<file path="src/sv/pfpi_pkg.sv">
package pfpi_pkg;

    localparam int NUM_CELLS_DEF = 256;

    localparam int SAMPLE_W = 32;
    localparam int COEF_W   = 32;
    localparam int CELL_W   = 8;
    localparam int FIELD_W  = 48;
    localparam int ACC_W    = 56;
    localparam int SUM_W    = 64;

    // APB: one 32-bit register per 4-byte word, index in paddr[APB_AW-1:2]
    localparam int APB_DW = 32;
    localparam int APB_AW = 3;
    localparam logic [APB_AW-3:0] REG_FIELD_COEF = '0;

    localparam logic signed [COEF_W-1:0] COEF_RESET = 32'sd65536;

    localparam int QUEUE_DEPTH = 4;

    typedef enum logic [1:0] {
        KIND_ACC     = 2'd0,
        KIND_ACC_EOC = 2'd1,
        KIND_READ    = 2'd2
    } kind_t;

    typedef struct packed {
        kind_t                      kind;
        logic signed [SAMPLE_W-1:0] sample;
        logic [CELL_W-1:0]          cell_id;
    } entry_t;

    typedef struct packed {
        logic   valid;
        entry_t entry;
    } queue_head_t;

endpackage

</file>
<file path="src/sv/pfpi_if.sv">
interface pfpi_in_if import pfpi_pkg::*; ();
    logic                       valid;
    logic                       ready;
    logic                       op;
    logic signed [SAMPLE_W-1:0] sample_value;
    logic                       end_of_cell;
    logic [CELL_W-1:0]          cell_index;

    modport source (
        output valid, op, sample_value, end_of_cell, cell_index,
        input  ready
    );
    modport sink (
        input  valid, op, sample_value, end_of_cell, cell_index,
        output ready
    );
endinterface


</file>
<file path="src/sv/pfpi_front.sv">
module pfpi_front import pfpi_pkg::*; (
    input  logic        clk,
    input  logic        rst_n,
    pfpi_in_if.sink     item,
    output queue_head_t head,
    input  logic        pop
);

    localparam int PTR_W = $clog2(QUEUE_DEPTH);
    localparam int CNT_W = PTR_W + 1;

    entry_t           queue_reg [QUEUE_DEPTH];
    logic [PTR_W-1:0] wr_ptr_reg;
    logic [PTR_W-1:0] rd_ptr_reg;
    logic [CNT_W-1:0] count_reg;
    logic             push;
    entry_t           entry_in;

    assign item.ready = (count_reg != CNT_W'(QUEUE_DEPTH));
    assign push       = item.valid && item.ready;

    // classify: reads ignore the flag, samples split on end of cell
    always_comb
    begin
        entry_in.sample  = item.sample_value;
        entry_in.cell_id = item.cell_index;
        if (item.op)
        begin
            entry_in.kind = KIND_READ;
        end
        else if (item.end_of_cell)
        begin
            entry_in.kind = KIND_ACC_EOC;
        end
        else
        begin
            entry_in.kind = KIND_ACC;
        end
    end

    assign head.valid = (count_reg != '0);
    assign head.entry = queue_reg[rd_ptr_reg];

    always_ff @(posedge clk or negedge rst_n)
    begin
        if (!rst_n)
        begin
            wr_ptr_reg <= '0;
            rd_ptr_reg <= '0;
            count_reg  <= '0;
        end
        else
        begin
            if (push)
            begin
                wr_ptr_reg <= wr_ptr_reg + 1'b1;
            end
            if (pop)
            begin
                rd_ptr_reg <= rd_ptr_reg + 1'b1;
            end
            if (push && !pop)
            begin
                count_reg <= count_reg + 1'b1;
            end
            else if (pop && !push)
            begin
                count_reg <= count_reg - 1'b1;
            end
        end
    end

    always_ff @(posedge clk)
    begin
        if (push)
        begin
            queue_reg[wr_ptr_reg] <= entry_in;
        end
    end

    a_pop_nonempty: assert property (@(posedge clk) disable iff (!rst_n)
        pop |-> head.valid)
        else $error("queue popped while empty");

    a_push_count: assert property (@(posedge clk) disable iff (!rst_n)
        (push && !pop) |=> count_reg == $past(count_reg) + 1'b1)
        else $error("queue count missed a push");

endmodule

</file>
<file path="src/flat_wrapper.sv">
// flat-port wrapper written by rule: the top's interface ports become plain ports
module pfpi_front_flat import pfpi_pkg::*;
  (clk, rst_n, head, pop, item_valid, item_op, item_sample_value, item_end_of_cell, item_cell_index, item_ready);
  pfpi_in_if item_i ();
  input  logic clk;
  input  logic rst_n;
  output queue_head_t head;
  input  logic pop;
  input wire logic [$bits(item_i.valid)-1:0] item_valid;
  input wire logic [$bits(item_i.op)-1:0] item_op;
  input wire logic [$bits(item_i.sample_value)-1:0] item_sample_value;
  input wire logic [$bits(item_i.end_of_cell)-1:0] item_end_of_cell;
  input wire logic [$bits(item_i.cell_index)-1:0] item_cell_index;
  output wire logic [$bits(item_i.ready)-1:0] item_ready;
  assign item_i.valid = item_valid;
  assign item_i.op = item_op;
  assign item_i.sample_value = item_sample_value;
  assign item_i.end_of_cell = item_end_of_cell;
  assign item_i.cell_index = item_cell_index;
  assign item_ready = item_i.ready;
  pfpi_front u_core (.clk(clk), .rst_n(rst_n), .item(item_i), .head(head), .pop(pop));
endmodule
</file>
<file path="config.mk">
export PLATFORM = sky130hd
export DESIGN_NAME = pfpi_front_flat
export DESIGN_NICKNAME = d
export VERILOG_FILES = /design/src/sv/pfpi_pkg.sv /design/src/sv/pfpi_if.sv /design/src/sv/pfpi_front.sv /design/src/flat_wrapper.sv
export SDC_FILE = /design/constraint.sdc
export NUM_CORES = 1
export LEC_CHECK = 0
export BUFFER_PORTS_ARGS = -buffer_cell sky130_fd_sc_hd__buf_2
export CORE_MARGIN = 1.5
export CORE_UTILIZATION = 42
export DETAILED_ROUTE_END_ITERATION = 16
export GPL_ROUTABILITY_DRIVEN = 0
export PLACE_DENSITY = 0.6
export SKIP_CTS_REPAIR_TIMING = 1
export SLEW_MARGIN = 20
export SYNTH_ARGS = -nofsm -noshare
export SYNTH_HDL_FRONTEND = slang
export SYNTH_SLANG_ARGS = --single-unit
</file>
<file path="constraint.sdc">
create_clock -name clk -period 3.67 [get_ports clk]
set_input_delay 0.1835 -clock clk [delete_from_list [all_inputs] [get_ports clk]]
set_output_delay 0.1835 -clock clk [all_outputs]
set_load 0.1 [all_outputs]
</file>
======== Yosys cells after proc, flatten, opt, wreduce, memory -nomap -nowiden ========
Memory sizes are Yosys's and may differ from the RTL's.
Index checks and enable logic that the tools add are counted.
W data, S select, Z words.
cells by class
  muxes and demuxes ....................... 6
  equal/unequal tests ..................... 1
  add/sub/neg operators ................... 4
  reduce and logical (&&, ||, !) cells .... 7
operator list
  cell                   count
  $mux W3                2
  $add A2 B1 Y2 const B  2
  $add A3 B1 Y3 const B  1
  $logic_and A1 B1 Y1    3
  $mux W1                3
  $ne A3 B3 Y1 const B   1
  $reduce_bool A3 Y1     1
  $sub A3 B1 Y3 const B  1
  $logic_not A1 Y1       2
  $mux W2                1
  $reduce_bool A2 Y1     1
word-level totals
  output and inout bits ................... 44
  bits of input ports ..................... 46
  RAM bits ................................ 168
  register bits after elaboration ......... 7
  memories ................................ 1
  word-level logic and storage cells ...... 22
memories
  memory            words  width  read ports  clocked after Yosys merged registers in  write ports  line              text
  u_core.queue_reg  4      42     1           0                                        1            pfpi_front.sv:12  entry_t queue_reg [QUEUE_DEPTH];

======== Logic depth before layout (Yosys ltp) ========
Gate-level depths: netlist of the first run.
  depth after elaboration ................. 6
  mapped depth ............................ 8

======== Worst setup path before layout of the first run ========
OpenSTA, ideal clock, no wires.
  path type ............................... reg-to-reg
  start ................................... reg u_core.count_reg[0]
  end ..................................... mem u_core.queue_reg[0][0] (netlist bit) (enable)
  buffers on the path ..................... 0
  required time ........................... 3.267 ns
  setup slack ............................. 1.474 ns
  arrival time ............................ 1.792 ns
  stages on the path, launching flop included .. 4
  path through ............................ dfrtp_1 > nor2_1 > a21boi_2 > and2_1
on the way
  word-level cells in the longest chain between the ends .. 4
ends and longest elaborated chain
  what                           line              text
  start, declared                pfpi_front.sv:15  logic [CNT_W-1:0] count_reg;
  start signal, assigned         pfpi_front.sv:64  count_reg <= count_reg + 1'b1;
  start signal, assigned         pfpi_front.sv:68  count_reg <= count_reg - 1'b1;
  $ne A3 B3 Y1                   pfpi_front.sv:19  assign item.ready = (count_reg != CNT_W'(QUEUE_DEPTH));
  $logic_and A1 B1 Y1            pfpi_front.sv:20  assign push = item.valid && item.ready;
  net u_core.push                pfpi_front.sv:16  logic push;
  $mux W1                        pfpi_front.sv:75  if (push)
  $mux W1 (not written as such)  pfpi_front.sv:77  queue_reg[wr_ptr_reg] <= entry_in;
  end, declared                  pfpi_front.sv:12
The timed path passes the listed nets, and every way through them passes these cells.

==> results of run 1 <==
## cells in the final DEF (no fill, tap or decap)
cell type and count:
clkinv_4 1, inv_6 1, fa_1 1, mux4_2 38, xnor2_1 3, buf_4 5
a21boi_2 1, mux4_1 4, buf_2 89, edfxtp_1 168, dfrtp_4 2, or3_1 1
and2_2 4, clkinvlp_4 6, xor2_1 3, dfrtp_1 5, mux2_2 2, clkbuf_1 1
clkinv_2 4, bufinv_16 2, nor2b_1 1, inv_1 4, nand2_1 2, clkbuf_16 17
nor2_1 2, ha_1 5, dlygate4sd3_1 43
## critical path, delay by kind of cell, from the launching register on
family	cells	cell delay (ns)
DFF	1	1.02
buffers and inverters	1	0.32
muxes	1	0.70
## final timing paths
path	startpoint	to	slack, ns	cells after the start
setup / recovery	u_core.rd_ptr_reg[0]$_DFFE_PN0P_	head[34]	0.99	2
max in group asynchronous	rst_n	u_core.rd_ptr_reg[0]$_DFFE_PN0P_	3.37	2
setup reg to reg	u_core.count_reg[0]$_DFFE_PN0P_	u_core.queue_reg[0][8]$_DFFE_PP_	1.47	4
min in group clk	item_end_of_cell	u_core.queue_reg[2][40]$_DFFE_PP_	0.20	2
hold / removal	rst_n	u_core.count_reg[2]$_DFFE_PN0P_	0.12	2
hold reg to reg	u_core.count_reg[2]$_DFFE_PN0P_	u_core.count_reg[2]$_DFFE_PN0P_	0.53	1
## stage by stage
step                worst slack [ns]  cells  utilization  cell area [um^2]  hold slack [ns]
CTS                            0.925    560        0.508              7720           -0.432
global placement                1.41    528        0.470              7150           0.0244
detailed placement              1.39    528        0.470              7150           0.0294
floorplan                       1.47    256            -              6530           -0.112
global route                   0.821    603        0.536              8150            0.119
finish                         0.988    603        0.536              8150            0.122
## layer usage
layer	wire length, um	share of wire	global-route usage
met2	6140	0.52	0.250
met1	4980	0.42	0.186
met5	0	0	0
met4	189	0.016	0.0615
met3	459	0.039	0.0488
## area by class of cell
type	count	area, um^2
fill	1212	7050
sequential	175	5230
multi-input combinational	67	1190
timing repair buffer	137	913
clock buffer	18	429
tap	188	235
clock inverter	14	143
inverter	4	15.0
## logic make-up (layout without fill, tap and decap cells)
kind of cell,after synthesis,after routing,synth area share
AND/OR/NAND/NOR,10,10,0.00804
multiplexers,44,44,0.151
buffers and inverters,14,173,0.0201
AO/OA/AOI/OAI,1,1,0.00172
flip-flops,175,175,0.799
adder cells (fa/ha/maj),6,6,0.0126
XOR/XNOR,6,6,0.00804
## synth_stat cells (all sizes together) (2+ instances only)
library cell | n | area, um^2
mux4 | 42 | 961
dfrtp | 7 | 175
inv | 4 | 15.0
xor2 | 3 | 26.3
mux2 | 2 | 22.5
nor2 | 2 | 7.51
edfxtp | 168 | 5040
buf | 10 | 116
xnor2 | 3 | 26.3
and2 | 4 | 25.0
nand2 | 2 | 7.51
ha | 5 | 62.6
==> out/results.tsv, run 1 <==
stage	metric	value	unit
run_status	outcome	finished, final reports clean	
sta	worst slew pin tran	0.902	ns
global_routing	maximum number of pins on one net before global-route repair	45	
global_routing	initial antenna violation count	0	
clock_tree	CTS Buf Count	17	
detailed_routing	total wire length	11.8	mm
sta	fin crit share	0.731	
clock_tree	CTS root buf	clkbuf_16	
synthesis	Synth Warn #	0	
clock_tree	Max clock buf depth	2	
sta	Max-Slew Margin vs Limit	0.399	
clock_tree	CTS clk-pin slew, worst paths	0.07	ns
cells_and_area	Antenna Cells	0	
synthesis	sequential-to-total area share from yosys stat	0.799	
synthesis	EDFF count, synth	168	
detailed_routing	antenna viol nets, final	0	
worst_setup_path	CP Cell Sequence	mux4_1, buf_2	
clock_tree	CTS tree	built	
synthesis	Synth Instances	256	
worst_setup_path	CP required	3.49	ns
clock_tree	clock sinks	175	
cells_and_area	Area Overhead vs Synth	24.7	%
floorplanning	core footprint	15200	um^2
global_routing	Tot GR Track Use	0.151	
worst_setup_path	crit path DAT	2.50	ns
global_routing	global-route wire length before repair	17.5	mm
worst_setup_path	Setup CP Type	reg -> out	
worst_setup_path	crit path max fanout	44	
sta	min Tclk post-route	2.68	ns
detailed_routing	wire per inst	19.5	um
floorplanning	die height	128	um
placement	IO Port Bufs	89	
placement	post-DP HPWL	6.85	mm
floorplanning	FP Rows	45	
detailed_routing	vias post-DR	3033	
cells_and_area	max FFs per register	168	
hold_path	Hold Crit Class	in -> async	
sta	Pins Over Slew Limit	0	
detailed_routing	First-pass DRT Iterations	4	
synthesis	Post-synth ARST share	0.0400	
clock_tree	H-tree levels	4	
job	MaxCap Viol Count	0	
cells_and_area	Final nets	454	
floorplanning	die width	128	um
worst_setup_path	crit end category	primary output	
synthesis	post-synthesis cell type count	19	
detailed_routing	Vias per Instance	5.03	
floorplanning	Initial Utilization	0.430	
sta	final setup violation count	0	
sta	worst clock skew	0.00801	ns
worst_setup_path	slowest cell on the critical path	dfrtp_4	
worst_setup_path	CP max stage delay	1.02	ns
cells_and_area	layout cell share with drive strength beyond 1	0.414	
worst_setup_path	crit start category	flip-flop	
floorplanning	die area	16300	um^2
sta	endpoints failing hold	0	
global_routing	vias in the first global route	3149	
synthesis	Seq cells post-synth	175	
synthesis	Syn Nets	308	
detailed_routing	Initial DRC Count	213	
sta	Max Freq	373	MHz
global_routing	GRT overflow	0	
sta	TNS Setup	0	ns
synthesis	prevailing post-synth register cell	edfxtp_1	
synthesis	Synth Cell Area	6530	um^2
synthesis	Avg Inst Size Synth	25.5	um^2
clock_tree	Worst-Skew Late Latency	0.42	ns
sta	RSZ-0062 raised after global routing	no	
detailed_routing	DRC	0	
floorplanning	Top Ports	90	
Power of run 1 is not shown: default switching activity piles up to over one toggle a cycle in this logic, so the estimate is an artifact.
==> run 2: changes to the inputs <==
Settings changed: PLACE_DENSITY 0.6 to 0.63.
Clock period 3.67 ns to 2.25 ns, I/O delays scaled along.
==> out/results.tsv, run 2 (same netlist as run 1, synthesis figures left out) <==
stage	metric	value	unit	change
run_status	outcome	finished, final reports clean		
floorplanning	Top Ports	90		unchanged
sta	worst clock skew	0.0111	ns	+0.00312 ns
sta	Pins Over Slew Limit	0		unchanged
sta	endpoints failing hold	0		unchanged
global_routing	vias in the first global route	3075		-2.3%
floorplanning	die height	128	um	unchanged
job	MaxCap Viol Count	0		unchanged
placement	IO Port Bufs	89		unchanged
global_routing	maximum number of pins on one net before global-route repair	25		-44%
worst_setup_path	crit end category	primary output		
cells_and_area	layout cell share with drive strength beyond 1	0.421		+0.00610
clock_tree	Worst-Skew Late Latency	0.42	ns	about the same
hold_path	Hold Crit Class	in -> async		
global_routing	initial antenna violation count	0		unchanged
detailed_routing	vias post-DR	3156		+4.1%
cells_and_area	Final nets	467		+2.9%
sta	Max Freq	464	MHz	
clock_tree	CTS root buf	clkbuf_16		
sta	min Tclk post-route	2.16	ns	
worst_setup_path	crit path max fanout	14		-68%
cells_and_area	max FFs per register	168		unchanged
worst_setup_path	flop2flop setup slack	0.15	ns	-1.32 ns
detailed_routing	total wire length	11.4	mm	-3.4%
sta	fin crit share	0.958		
clock_tree	CTS tree	built		
sta	final setup violation count	0		unchanged
clock_tree	CTS Buf Count	17		unchanged
cells_and_area	Antenna Cells	0		unchanged
cells_and_area	Area Overhead vs Synth	27.1	%	
worst_setup_path	Setup CP Type	reg -> out		
cells_and_area	Final Cell Area	8310	um^2	+1.9%
detailed_routing	antenna viol nets, final	0		unchanged
sta	Max-Slew Margin vs Limit	0.659		+0.261
floorplanning	FP Rows	45		unchanged
worst_setup_path	delay-heaviest family, CP	multiplexers		
worst_setup_path	crit start category	flip-flop		
detailed_routing	First-pass DRT Iterations	4		unchanged
worst_setup_path	CP max stage delay	0.58	ns	-0.44 ns
floorplanning	Initial Utilization	0.430		unchanged
clock_tree	Max clock buf depth	2		unchanged
detailed_routing	wire per inst	18.5	um	-5.4%
worst_setup_path	CP Cell Sequence	buf_12, mux4_1, clkbuf_4		
global_routing	GRT overflow	0		unchanged
clock_tree	clock sinks	175		unchanged
global_routing	global-route wire length before repair	17.1	mm	-2.4%
worst_setup_path	Critical R2R Launch	u_core.count_reg[0]$_DFFE_PN0P_		
placement	Placed Area	7230	um^2	+1.2%
worst_setup_path	RR Endpoint	u_core.count_reg[2]$_DFFE_PN0P_		
worst_setup_path	Worst Path Buf+Inv	2		+1
detailed_routing	Initial DRC Count	204		-4.2%
worst_setup_path	Reg2Reg Depth	8		+4
cells_and_area	commonest non-fill, non-tap cell in the layout	edfxtp_1		
placement	post-DP HPWL	6.74	mm	-1.7%
global_routing	Tot GR Track Use	0.147		-0.00448
floorplanning	die width	128	um	unchanged
sta	RSZ-0062 raised after global routing	no		
clock_tree	CTS clk-pin slew, worst paths	0.06	ns	about the same
worst_setup_path	slowest cell on the critical path	mux4_1		
clock_tree	H-tree levels	4		unchanged
worst_setup_path	crit path DAT	2.04	ns	-0.46 ns
detailed_routing	Vias per Instance	5.12		+1.9%
detailed_routing	DRC	0		unchanged
worst_setup_path	CP required	2.14	ns	-1.35 ns
cells_and_area	commonest non-fill, non-tap cells in the layout	168 x edfxtp_1, 88 x buf_2, 43 x dlygate4sd3_1		
sta	worst slew pin tran	0.515	ns	-0.387 ns
floorplanning	die area	16300	um^2	unchanged
floorplanning	core footprint	15200	um^2	unchanged
==> run 2: worst max-delay path by stage <==
stage / start / end / slack [ns] / cells after the start
2_1_floorplan: u_core.count_reg[0]$_DFFE_PN0P_ / u_core.queue_reg[2][0]$_DFFE_PP_ / 0.05 / 3
3_3_place_gp: u_core.count_reg[0]$_DFFE_PN0P_ / u_core.count_reg[2]$_DFFE_PN0P_ / 0.34 / 8
3_5_place_dp: u_core.count_reg[0]$_DFFE_PN0P_ / u_core.count_reg[2]$_DFFE_PN0P_ / 0.16 / 8
4_1_cts: u_core.rd_ptr_reg[0]$_DFFE_PN0P_ / head[35] / -0.05 / 3
5_1_grt: u_core.rd_ptr_reg[0]$_DFFE_PN0P_ / head[35] / 0.003 / 3
6_report: u_core.rd_ptr_reg[0]$_DFFE_PN0P_ / head[35] / 0.09 / 3
==> run 2: per-layer routing <==
| metal | global-route usage | vias up | wire (um) |
|---|---|---|---|
| met5 | 0 | - | 0 |
| met4 | 0.0615 | 0 | 129 |
| met3 | 0.0480 | 12 | 573 |
| met2 | 0.226 | 87 | 5610 |
| met1 | 0.195 | 1661 | 5070 |
| li1 | - | 1396 | - |
==> run 2: final cells by class <==
class	count	area (um^2)
repair buffers	150	1040
fillers	1198	6900
flip-flops and latches	175	5230
inverters	4	15.0
clock buffers	20	437
well taps	188	235
clock inverters	12	168
multi-input cells	67	1190
==> run 2: through the flow <==
stage	utilization	setup slack, ns	hold slack, ns	setup TNS (ns)	instances
floorplan	-	0.0544	-0.183	0	256
global placement	0.476	0.339	-0.0482	0	536
detailed placement	0.476	0.159	-0.0450	0	536
CTS	0.515	-0.0548	-0.503	-0.187	568
global route	0.546	0.00298	0.0485	0	616
finish	0.546	0.0940	0.0376	0	616
==> run 2: worst register-to-register path: stages, from the launching register on <==
cell and delay [ns]:
dfrtp_1 0.42, nor2_1 0.10, a21boi_2 0.31, ha_1 0.27, inv_1 0.07, fa_1 0.38
xor2_1 0.18, nor2_1 0.13, xor2_1 0.17
Power of run 2 is left out for the same reason.
